===== src/design/taa_pkg.sv =====
// ----------------------------------------------------------------------------
// Temporal activity accumulator package
// Shared widths, register indexes and queue sizing for the accumulator.
// ----------------------------------------------------------------------------
`default_nettype none

package taa_pkg;

    // Configuration register widths.
    localparam int ORDER_W = 2;
    localparam int WIDTH_W = 9;
    localparam int GAMMA_W = 4;
    localparam int CFG_W   = 9;

    // Accumulator and result widths.
    localparam int SUM_W = 40;
    localparam int ACT_W = 44;

    // Result queue depth; also the number of results that may be outstanding.
    localparam int RESULT_DEPTH = 4;
    localparam int RQ_PTR_W     = 2;
    localparam int RQ_CNT_W     = 3;

    // Configuration register indexes.
    typedef enum logic [1:0] {
        REG_DIFF_ORDER  = 2'd0,
        REG_DOWNSAMPLE  = 2'd1,
        REG_BLOCK_WIDTH = 2'd2,
        REG_GAMMA       = 2'd3
    } cfg_reg_t;

endpackage : taa_pkg

`default_nettype wire


===== src/design/taa_result_queue.sv =====
// ----------------------------------------------------------------------------
// Result queue
// Small first-in first-out store between the product stage and the output
// channel, so that results wait here while the input side keeps running.
// ----------------------------------------------------------------------------
`default_nettype none

module taa_result_queue (
    input  wire logic                      clk,
    input  wire logic                      rst_n,
    input  wire logic                      push,
    input  wire logic [taa_pkg::ACT_W-1:0] push_data,
    output logic                           out_valid,
    input  wire logic                      out_stall,
    output logic [taa_pkg::ACT_W-1:0]      activity
);
    import taa_pkg::*;

    logic [ACT_W-1:0]    entry_reg [RESULT_DEPTH];
    logic [RQ_PTR_W-1:0] head_reg;
    logic [RQ_PTR_W-1:0] tail_reg;
    logic [RQ_CNT_W-1:0] count_reg;
    logic [RQ_CNT_W-1:0] count_next;
    logic                pop;

    // An item leaves when it is shown and the sink does not stall.
    assign pop       = out_valid && !out_stall;
    assign out_valid = (count_reg != '0);
    assign activity  = entry_reg[head_reg];

    always_comb
    begin
        count_next = count_reg;
        if (push && !pop)
        begin
            count_next = count_reg + RQ_CNT_W'(1);
        end
        else if (!push && pop)
        begin
            count_next = count_reg - RQ_CNT_W'(1);
        end
    end

    // Pointers and fill count.
    always_ff @(posedge clk or negedge rst_n)
    begin
        if (!rst_n)
        begin
            head_reg  <= '0;
            tail_reg  <= '0;
            count_reg <= '0;
        end
        else
        begin
            if (push)
            begin
                tail_reg <= tail_reg + RQ_PTR_W'(1);
            end
            if (pop)
            begin
                head_reg <= head_reg + RQ_PTR_W'(1);
            end
            count_reg <= count_next;
        end
    end

    // Storage; entries carry no reset.
    always_ff @(posedge clk)
    begin
        if (push)
        begin
            entry_reg[tail_reg] <= push_data;
        end
    end

endmodule : taa_result_queue

`default_nettype wire


===== src/design/temporal_activity_accumulator_unit.sv =====
// ----------------------------------------------------------------------------
// Temporal activity accumulator
// Sums absolute temporal pixel differences over one block, optionally over
// 2x2 quads through a line store, and emits the sum times gamma at block end.
// ----------------------------------------------------------------------------
//
//  Channel | Signals                                  | Direction
//  --------+------------------------------------------+----------
//  cfg     | cfg_write, cfg_index, cfg_data           | in
//  in      | in_valid/in_stall, cur_pixel, prev_pixel,| in
//          | prev2_pixel, last_pixel                  |
//  out     | out_valid/out_stall, activity            | out
//
//  One pixel item is taken per cycle while in_stall is low. A result
//  goes through three steps after its last pixel is taken: line store
//  read, accumulate, multiply by gamma. The line store is read in the accept
//  cycle and its data is used in the next cycle. An even-row write always
//  lands before the odd-row read of that entry, so no forwarding is needed.
//  Up to four results may wait in the result queue; the input stalls only
//  when four results are outstanding. Reset clears all control state; the
//  line store has no reset and needs none.
//
`default_nettype none

module temporal_activity_accumulator_unit #(
    parameter int MAX_WIDTH  = 256,
    parameter int PIXEL_BITS = 10
) (
    input  wire logic                        clk,
    input  wire logic                        rst_n,
    // Configuration write port.
    input  wire logic                        cfg_write,
    input  wire logic [1:0]                  cfg_index,
    input  wire logic [taa_pkg::CFG_W-1:0]   cfg_data,
    // Pixel items.
    input  wire logic                        in_valid,
    output logic                             in_stall,
    input  wire logic [PIXEL_BITS-1:0]       cur_pixel,
    input  wire logic [PIXEL_BITS-1:0]       prev_pixel,
    input  wire logic [PIXEL_BITS-1:0]       prev2_pixel,
    input  wire logic                        last_pixel,
    // Result items.
    output logic                             out_valid,
    input  wire logic                        out_stall,
    output logic [taa_pkg::ACT_W-1:0]        activity
);
    import taa_pkg::*;

    localparam int DIFF_W     = PIXEL_BITS + 2;
    localparam int PAIR_W     = PIXEL_BITS + 3;
    localparam int QUAD_W     = PIXEL_BITS + 4;
    localparam int LINE_DEPTH = MAX_WIDTH / 2;
    localparam int ADDR_W     = (LINE_DEPTH > 1) ? $clog2(LINE_DEPTH) : 1;

    // Configuration registers.
    logic [ORDER_W-1:0] diff_order_reg;
    logic               downsample_reg;
    logic [WIDTH_W-1:0] block_width_reg;
    logic [GAMMA_W-1:0] gamma_reg;

    always_ff @(posedge clk or negedge rst_n)
    begin
        if (!rst_n)
        begin
            diff_order_reg  <= ORDER_W'(1);
            downsample_reg  <= 1'b0;
            block_width_reg <= WIDTH_W'(16);
            gamma_reg       <= GAMMA_W'(2);
        end
        else if (cfg_write)
        begin
            unique case (cfg_reg_t'(cfg_index))
                REG_DIFF_ORDER:  diff_order_reg  <= cfg_data[ORDER_W-1:0];
                REG_DOWNSAMPLE:  downsample_reg  <= cfg_data[0];
                REG_BLOCK_WIDTH: block_width_reg <= cfg_data[WIDTH_W-1:0];
                REG_GAMMA:       gamma_reg       <= cfg_data[GAMMA_W-1:0];
                default:         diff_order_reg  <= diff_order_reg;
            endcase
        end
    end

    // Input handshake: stall only when every result slot is spoken for.
    logic               accept;
    logic [RQ_CNT_W-1:0] credit_reg;
    logic                pop;

    assign in_stall = (credit_reg == RQ_CNT_W'(RESULT_DEPTH));
    assign accept   = in_valid && !in_stall;
    assign pop      = out_valid && !out_stall;

    always_ff @(posedge clk or negedge rst_n)
    begin
        if (!rst_n)
        begin
            credit_reg <= '0;
        end
        else
        begin
            if (accept && last_pixel && !pop)
            begin
                credit_reg <= credit_reg + RQ_CNT_W'(1);
            end
            else if (pop && !(accept && last_pixel))
            begin
                credit_reg <= credit_reg - RQ_CNT_W'(1);
            end
        end
    end

    // Effective row width, limited to the supported range.
    logic [WIDTH_W-1:0] width_eff;

    always_comb
    begin
        priority if (block_width_reg < WIDTH_W'(2))
        begin
            width_eff = WIDTH_W'(2);
        end
        else if (32'(block_width_reg) > MAX_WIDTH)
        begin
            width_eff = WIDTH_W'(MAX_WIDTH);
        end
        else
        begin
            width_eff = block_width_reg;
        end
    end

    // Temporal difference of the incoming pixel.
    logic signed [DIFF_W-1:0] diff;
    logic signed [DIFF_W-1:0] cur_s;
    logic signed [DIFF_W-1:0] prev_s;
    logic signed [DIFF_W-1:0] prev2_s;

    assign cur_s   = signed'({2'b00, cur_pixel});
    assign prev_s  = signed'({2'b00, prev_pixel});
    assign prev2_s = signed'({2'b00, prev2_pixel});
    assign diff    = diff_order_reg[1] ? (cur_s - (prev_s <<< 1) + prev2_s)
                                       : (cur_s - prev_s);

    // Position in the block and pair forming.
    logic [WIDTH_W-1:0]       col_reg;
    logic [WIDTH_W-1:0]       col_inc;
    logic                     odd_row_reg;
    logic signed [DIFF_W-1:0] pair_partial_reg;
    logic signed [PAIR_W-1:0] pair_sum;
    logic                     col_odd;
    logic [ADDR_W-1:0]        slot;
    logic                     mem_we;
    logic                     mem_re;
    logic                     term_acc;

    assign col_inc  = col_reg + WIDTH_W'(1);
    assign col_odd  = col_reg[0];
    assign slot     = ADDR_W'(col_reg[WIDTH_W-1:1]);
    assign pair_sum = PAIR_W'(pair_partial_reg) + PAIR_W'(diff);
    assign mem_we   = accept && downsample_reg && col_odd && !odd_row_reg;
    assign mem_re   = accept && downsample_reg && col_odd && odd_row_reg;
    assign term_acc = !downsample_reg || (col_odd && odd_row_reg);

    always_ff @(posedge clk or negedge rst_n)
    begin
        if (!rst_n)
        begin
            col_reg          <= '0;
            odd_row_reg      <= 1'b0;
            pair_partial_reg <= '0;
        end
        else if (accept)
        begin
            priority if (last_pixel)
            begin
                col_reg          <= '0;
                odd_row_reg      <= 1'b0;
                pair_partial_reg <= '0;
            end
            else if (col_inc >= width_eff)
            begin
                col_reg          <= '0;
                odd_row_reg      <= !odd_row_reg;
                pair_partial_reg <= '0;
            end
            else
            begin
                col_reg <= col_inc;
                if (downsample_reg && !col_odd)
                begin
                    pair_partial_reg <= diff;
                end
            end
        end
    end

    // Line store of even-row pair sums.
    logic signed [PAIR_W-1:0] line_mem [LINE_DEPTH];
    logic signed [PAIR_W-1:0] line_rdata_reg;

    always_ff @(posedge clk)
    begin
        if (mem_we)
        begin
            line_mem[slot] <= pair_sum;
        end
        if (mem_re)
        begin
            line_rdata_reg <= line_mem[slot];
        end
    end

    // Stage 1 registers: the term waiting to be accumulated.
    logic                     s1_acc_reg;
    logic                     s1_mem_reg;
    logic                     s1_last_reg;
    logic signed [PAIR_W-1:0] s1_term_reg;

    always_ff @(posedge clk or negedge rst_n)
    begin
        if (!rst_n)
        begin
            s1_acc_reg  <= 1'b0;
            s1_mem_reg  <= 1'b0;
            s1_last_reg <= 1'b0;
        end
        else
        begin
            s1_acc_reg  <= accept && term_acc;
            s1_mem_reg  <= mem_re;
            s1_last_reg <= accept && last_pixel;
        end
    end

    always_ff @(posedge clk)
    begin
        if (accept)
        begin
            s1_term_reg <= downsample_reg ? pair_sum : PAIR_W'(diff);
        end
    end

    // Absolute value and saturating accumulation.
    logic signed [QUAD_W-1:0] quad;
    logic [QUAD_W-1:0]        mag;
    logic [SUM_W:0]           sum_wide;
    logic [SUM_W-1:0]         sum_acc;
    logic [SUM_W-1:0]         sum_reg;

    assign quad     = s1_mem_reg ? (QUAD_W'(line_rdata_reg) + QUAD_W'(s1_term_reg))
                                 : QUAD_W'(s1_term_reg);
    assign mag      = quad[QUAD_W-1] ? QUAD_W'(-quad) : QUAD_W'(quad);
    assign sum_wide = {1'b0, sum_reg} + (SUM_W + 1)'(mag);
    assign sum_acc  = !s1_acc_reg ? sum_reg
                    : (sum_wide[SUM_W] ? {SUM_W{1'b1}} : sum_wide[SUM_W-1:0]);

    logic             fin_valid_reg;
    logic [SUM_W-1:0] fin_sum_reg;

    always_ff @(posedge clk or negedge rst_n)
    begin
        if (!rst_n)
        begin
            sum_reg       <= '0;
            fin_valid_reg <= 1'b0;
        end
        else
        begin
            sum_reg       <= s1_last_reg ? '0 : sum_acc;
            fin_valid_reg <= s1_last_reg;
        end
    end

    always_ff @(posedge clk)
    begin
        if (s1_last_reg)
        begin
            fin_sum_reg <= sum_acc;
        end
    end

    // Gamma scaling; the product is registered in the result queue.
    logic [ACT_W-1:0] product;

    assign product = ACT_W'(fin_sum_reg) * ACT_W'(gamma_reg);

    taa_result_queue u_result_queue (
        .clk       (clk),
        .rst_n     (rst_n),
        .push      (fin_valid_reg),
        .push_data (product),
        .out_valid (out_valid),
        .out_stall (out_stall),
        .activity  (activity)
    );

`ifndef SYNTH
    // Outstanding results never exceed the queue depth.
    a_credit_bound: assert property (@(posedge clk) disable iff (!rst_n)
        credit_reg <= RQ_CNT_W'(RESULT_DEPTH))
        else $error("result credit above queue depth");

    // A shown result always has a credit behind it.
    a_out_has_credit: assert property (@(posedge clk) disable iff (!rst_n)
        out_valid |-> (credit_reg != '0))
        else $error("result shown without outstanding credit");

    // The accumulator is clear after a block ends.
    a_sum_cleared: assert property (@(posedge clk) disable iff (!rst_n)
        s1_last_reg |=> (sum_reg == '0))
        else $error("accumulator not cleared after block end");

    // The line store is never written and read in the same cycle.
    a_mem_exclusive: assert property (@(posedge clk) disable iff (!rst_n)
        !(mem_we && mem_re))
        else $error("line store written and read together");

    // A line store read is always followed by an accumulation of its data.
    a_read_used: assert property (@(posedge clk) disable iff (!rst_n)
        mem_re |=> (s1_mem_reg && s1_acc_reg))
        else $error("line store data not accumulated");
`endif

endmodule : temporal_activity_accumulator_unit

`default_nettype wire

===== config.mk =====
export PLATFORM = sky130hd
export DESIGN_NAME = temporal_activity_accumulator_unit
export DESIGN_NICKNAME = d
export VERILOG_FILES = /design/src/design/taa_pkg.sv /design/src/design/taa_result_queue.sv /design/src/design/temporal_activity_accumulator_unit.sv
export SDC_FILE = /design/constraint.sdc
export NUM_CORES = 2
export LEC_CHECK = 0
export ABC_AREA = 1
export BUFFER_PORTS_ARGS = -buffer_cell sky130_fd_sc_hd__buf_2
export CAP_MARGIN = 40
export CELL_PAD_IN_SITES_DETAIL_PLACEMENT = 1
export CELL_PAD_IN_SITES_GLOBAL_PLACEMENT = 1
export CORE_MARGIN = 2
export CORE_UTILIZATION = 36
export DETAILED_ROUTE_END_ITERATION = 8
export PLACE_DENSITY = 0.59
export SLEW_MARGIN = 20
export SYNTH_ARGS = -nofsm -noshare
export SYNTH_HDL_FRONTEND = slang
export SYNTH_SLANG_ARGS = --single-unit

===== constraint.sdc =====
create_clock -name clk -period 16.65 [get_ports clk]
set_input_delay 3.33 -clock clk [delete_from_list [all_inputs] [get_ports clk]]
set_output_delay 3.33 -clock clk [all_outputs]
set_load 0.01 [all_outputs]

==> metrics.txt <==
run status=finished clean; Setup Total Neg Slack=0 ps; Die Span Y=between 400 and 500 µm; Num CTS Buffers=206; WS Path Type=primary input to register; Main synth FF type=edfxtp_1; Seq/Total Area, Yosys=69.7%; MaxCap Viol Count=0; final worst setup slack=8820 ps; max reg flops=1,664; CP Launch Type=primary input; Post-DP HPWL=181,000 µm; Synth warnings=0; crit end category=register; fmax=0.128 GHz; drt via density=~5.3; worst stage delay on the critical path=540 ps; routability congestion estimate=0.877; critical path's most frequent cell=o21ai_0; syn avg cell area=about 12 µm²; Post-CTS Hold Fix Bufs=0; CP Cell Sequence=buf_2 -> inv_1 -> fa_1 -> inv_1 -> ha_1 -> inv_1 -> o21ai_0 -> o21bai_1 -> a21oi_1 -> or2_2 -> nand3_1 -> nand2_1 -> ha_1 -> nand2_1 -> o21ai_0 -> a21oi_1 -> o21ai_0 -> nand3_1 -> o21ai_0 -> nand2_4 -> buf_4 -> buf_16; Root Driver=clkbuf_16; Setup WS pre-CTS=7890 ps; All-Layer GR Usage=23.1%; CP top delay family=compound AO/OA/AOI/OAI gates; Worst Clk Skew=72.0 ps; WHS=between 400 and 500 ps; die area=0.241 mm²; post-synthesis register bit count=1,997; Fin. Hold Viols=0; worst hold path type=register to register; Synth-to-Final Area Change=14.6%; Leak Pwr=0.0358 µW; vias=57,400; number of detailed-route iterations in the first pass=5; I/O pin total=just over 90; antenna violations before repair=4; min cycle time layout=7830 ps; CTS Sinks=~2,000; final setup violation count=0; vias in the first global route=58,900; fin. max-slew vios=0; Max Fanout on Critical Path=66; routed wire length=283,000 µm; first-pass GRT wire length=roughly 410,000 µm; RSZ-0062 raised after global routing=no; WL per Instance=around 26 µm; Worst VDD drop=177 µV; core area=0.235 mm²; CTS tree=done; DR iter-0 viols=5,002; grt ovf=0; Starting Density=36.2%; Cell Area, Synth=0.0853 mm²; # H-tree levels=4; clock tree buffer depth=3; I/O Buffers=92; DRC viols=0; fraction of layout cells with a size suffix above 1=9.33%; Post-synth EDFFs=1,906; die width=491 µm; number of fillers in the final layout=25,000; antenna-violating nets left=0; Final Cycle Share=roughly 47%; Slew @ Worst Pin=1010 ps; Crit path arrival time=approximately 8400 ps; ANT cells=0; nets=7,724; Clock transition at path regs=60 ps; CP bufs+invs=6; net count after synthesis=between 7,000 and 8,000; number of distinct library cells after synthesis=51; post-CTS setup buffer count=0; Slowest-stage cell, CP=o21ai_0; pin count of the biggest net entering global routing=about 120; cell area power density=165 mW/mm²; Data required, critical path=17,190 ps; Rows=178; asr flop ratio synth=4.56%; PostCTS Resize Cnt=0; Slew HR=31.9%; Clock Latency Late Sink=880 ps; Mapped Cells=between 7,000 and 8,000
## worst reg2reg max path: stages (launching register included)
cell	delay, ps
dfrtp_1	620
inv_4	330
nand3_2	710
inv_8	790
buf_4	660
buf_4	690
nand2_1	140
nand4_1	120
o21ai_0	240
nand2_1	140
nor2_1	60
nor2_1	460
nor2_1	250
nand2_1	280
## logic make-up (layout without fill, tap and decap cells)
kind of cell | after synthesis | after routing | synth area share (%)
compound gates | 918 | 918 | 6.44
fa+ha+maj | 216 | 216 | 3.97
xor+xnor | 75 | 75 | 0.770
simple gates | 3164 | 3164 | 15.2
mux | 8 | 8 | 0.103
flops | 1997 | 1997 | 69.7
buf+inv | 811 | 1252 | 3.74
## layer usage
metal,part of all wire (%),vias to the layer above,GRT usage [%]
li1,-,25800,-
met1,43,29800,31.3
met2,49,1475,39.1
met3,4.8,375,2.87
met4,2.9,4,6.47
met5,0.0092,-,0
## power breakdown
| group | total (µW) | internal, µW | switching [µW] |
|---|---|---|---|
| clock | 4670 | 2650 | 2020 |
| sequential | 6930 | 6810 | 113 |
| combinational | 4570 | 1060 | 3510 |
## placed cells by master, fill, tap and decap left out, types with 10 or more instances in the layout
cell       count
o21ai_0      358
bufinv_16     21
xnor2_1       19
o2111ai_1     10
buf_4        202
nor2_1       509
clkbuf_16    208
edfxtp_1    1906
a21oi_1      172
dfrtp_1       87
or2_2         13
a31oi_1       11
a22o_1        15
o22ai_1       51
a22oi_1      219
ha_1         124
buf_2        100
o21ai_1       15
clkinv_2      36
nand3_1      254
clkinv_1      43
nand2_1     2045
xor2_1        52
o21bai_1      11
nor3_1        23
nand4_1      252
buf_12        14
fa_1          90
nor2_2        25
clkbuf_1      50
inv_1        519
nor4_1        17
a21o_1        13
## cell type report
type | count | area [µm²] | area share (%)
Multi-Input combinational cell | 4381 | 22900 | 23.4
Inverter | 541 | 2070 | 2.12
Tap cell | 3150 | 3940 | 4.03
Timing Repair Buffer | 334 | 2650 | 2.71
Clock inverter | 115 | 1290 | 1.32
Sequential cell | 1997 | 59500 | 60.9
Clock buffer | 262 | 5450 | 5.57
## path summary, 6_finish.rpt
kind	slack, ps	cells past startpoint	start	end
min in group asynchronous	2530	1	rst_n	u_result_queue.head_reg[1]$_DFFE_PN0P_
hold / removal	490	2	pair_partial_reg[11]$_DFFE_PN0P_	pair_partial_reg[11]$_DFFE_PN0P_
hold reg to reg	490	2	pair_partial_reg[11]$_DFFE_PN0P_	pair_partial_reg[11]$_DFFE_PN0P_
max in group asynchronous	13120	3	rst_n	s1_last_reg$_DFF_PN0_
setup reg to reg	10970	13	col_reg[2]$_DFFE_PN0P_	line_rdata_reg[11]$_DFFE_PP_
setup / recovery	8820	22	cur_pixel[4]	line_mem[82][12]$_DFFE_PP_
## cells in the mapped netlist (3+ instances only)
library cell | n | area, µm²
o21bai_1 | 11 | 82.6
inv_2 | 7 | 26.3
fa_1 | 91 | 1820
o2bb2ai_1 | 7 | 61.3
ha_1 | 125 | 1560
a21boi_0 | 5 | 37.5
dfrtp_1 | 89 | 2230
o22ai_1 | 51 | 319
buf_1 | 15 | 56.3
o31ai_1 | 5 | 37.5
a21o_1 | 13 | 97.6
clkbuf_1 | 144 | 541
nor4_1 | 17 | 106
a211oi_1 | 5 | 37.5
clkinv_1 | 6 | 22.5
a31oi_1 | 11 | 68.8
nand3_1 | 255 | 1280
or2_2 | 13 | 81.3
a22oi_1 | 219 | 1640
o21ai_0 | 361 | 1810
and3_1 | 3 | 18.8
o211ai_1 | 9 | 67.6
o2111ai_1 | 10 | 87.6
nand4_1 | 252 | 1580
a22o_1 | 15 | 131
nor3_1 | 24 | 120
mux2_2 | 6 | 67.6
xnor2_1 | 19 | 166
o21ai_1 | 12 | 60.1
nand2_1 | 2046 | 7680
xor2_1 | 56 | 490
buf_2 | 108 | 541
inv_1 | 527 | 1980
a21oi_1 | 172 | 861
nand3b_1 | 6 | 45.0
edfxtp_1 | 1906 | 57200
nor2_1 | 540 | 2030
buf_4 | 3 | 22.5
o21a_1 | 8 | 60.1
## metrics by stage
stage / utilization, % / cell area, µm² / std cells / power [µW]
6_report: 41.5 / 97800 / 10800 / 16200
5_1_grt: 41.5 / 97800 / 10800 / 16900
4_1_cts: 41.4 / 97500 / 10800 / 16200
3_5_place_dp: 38.5 / 90700 / 10400 / 11600
3_3_place_gp: 38.4 / 90400 / 10400 / 11400
2_1_floorplan: - / 85300 / 7189 / 9510
Note: power is estimated with default switching activity, not from simulation.
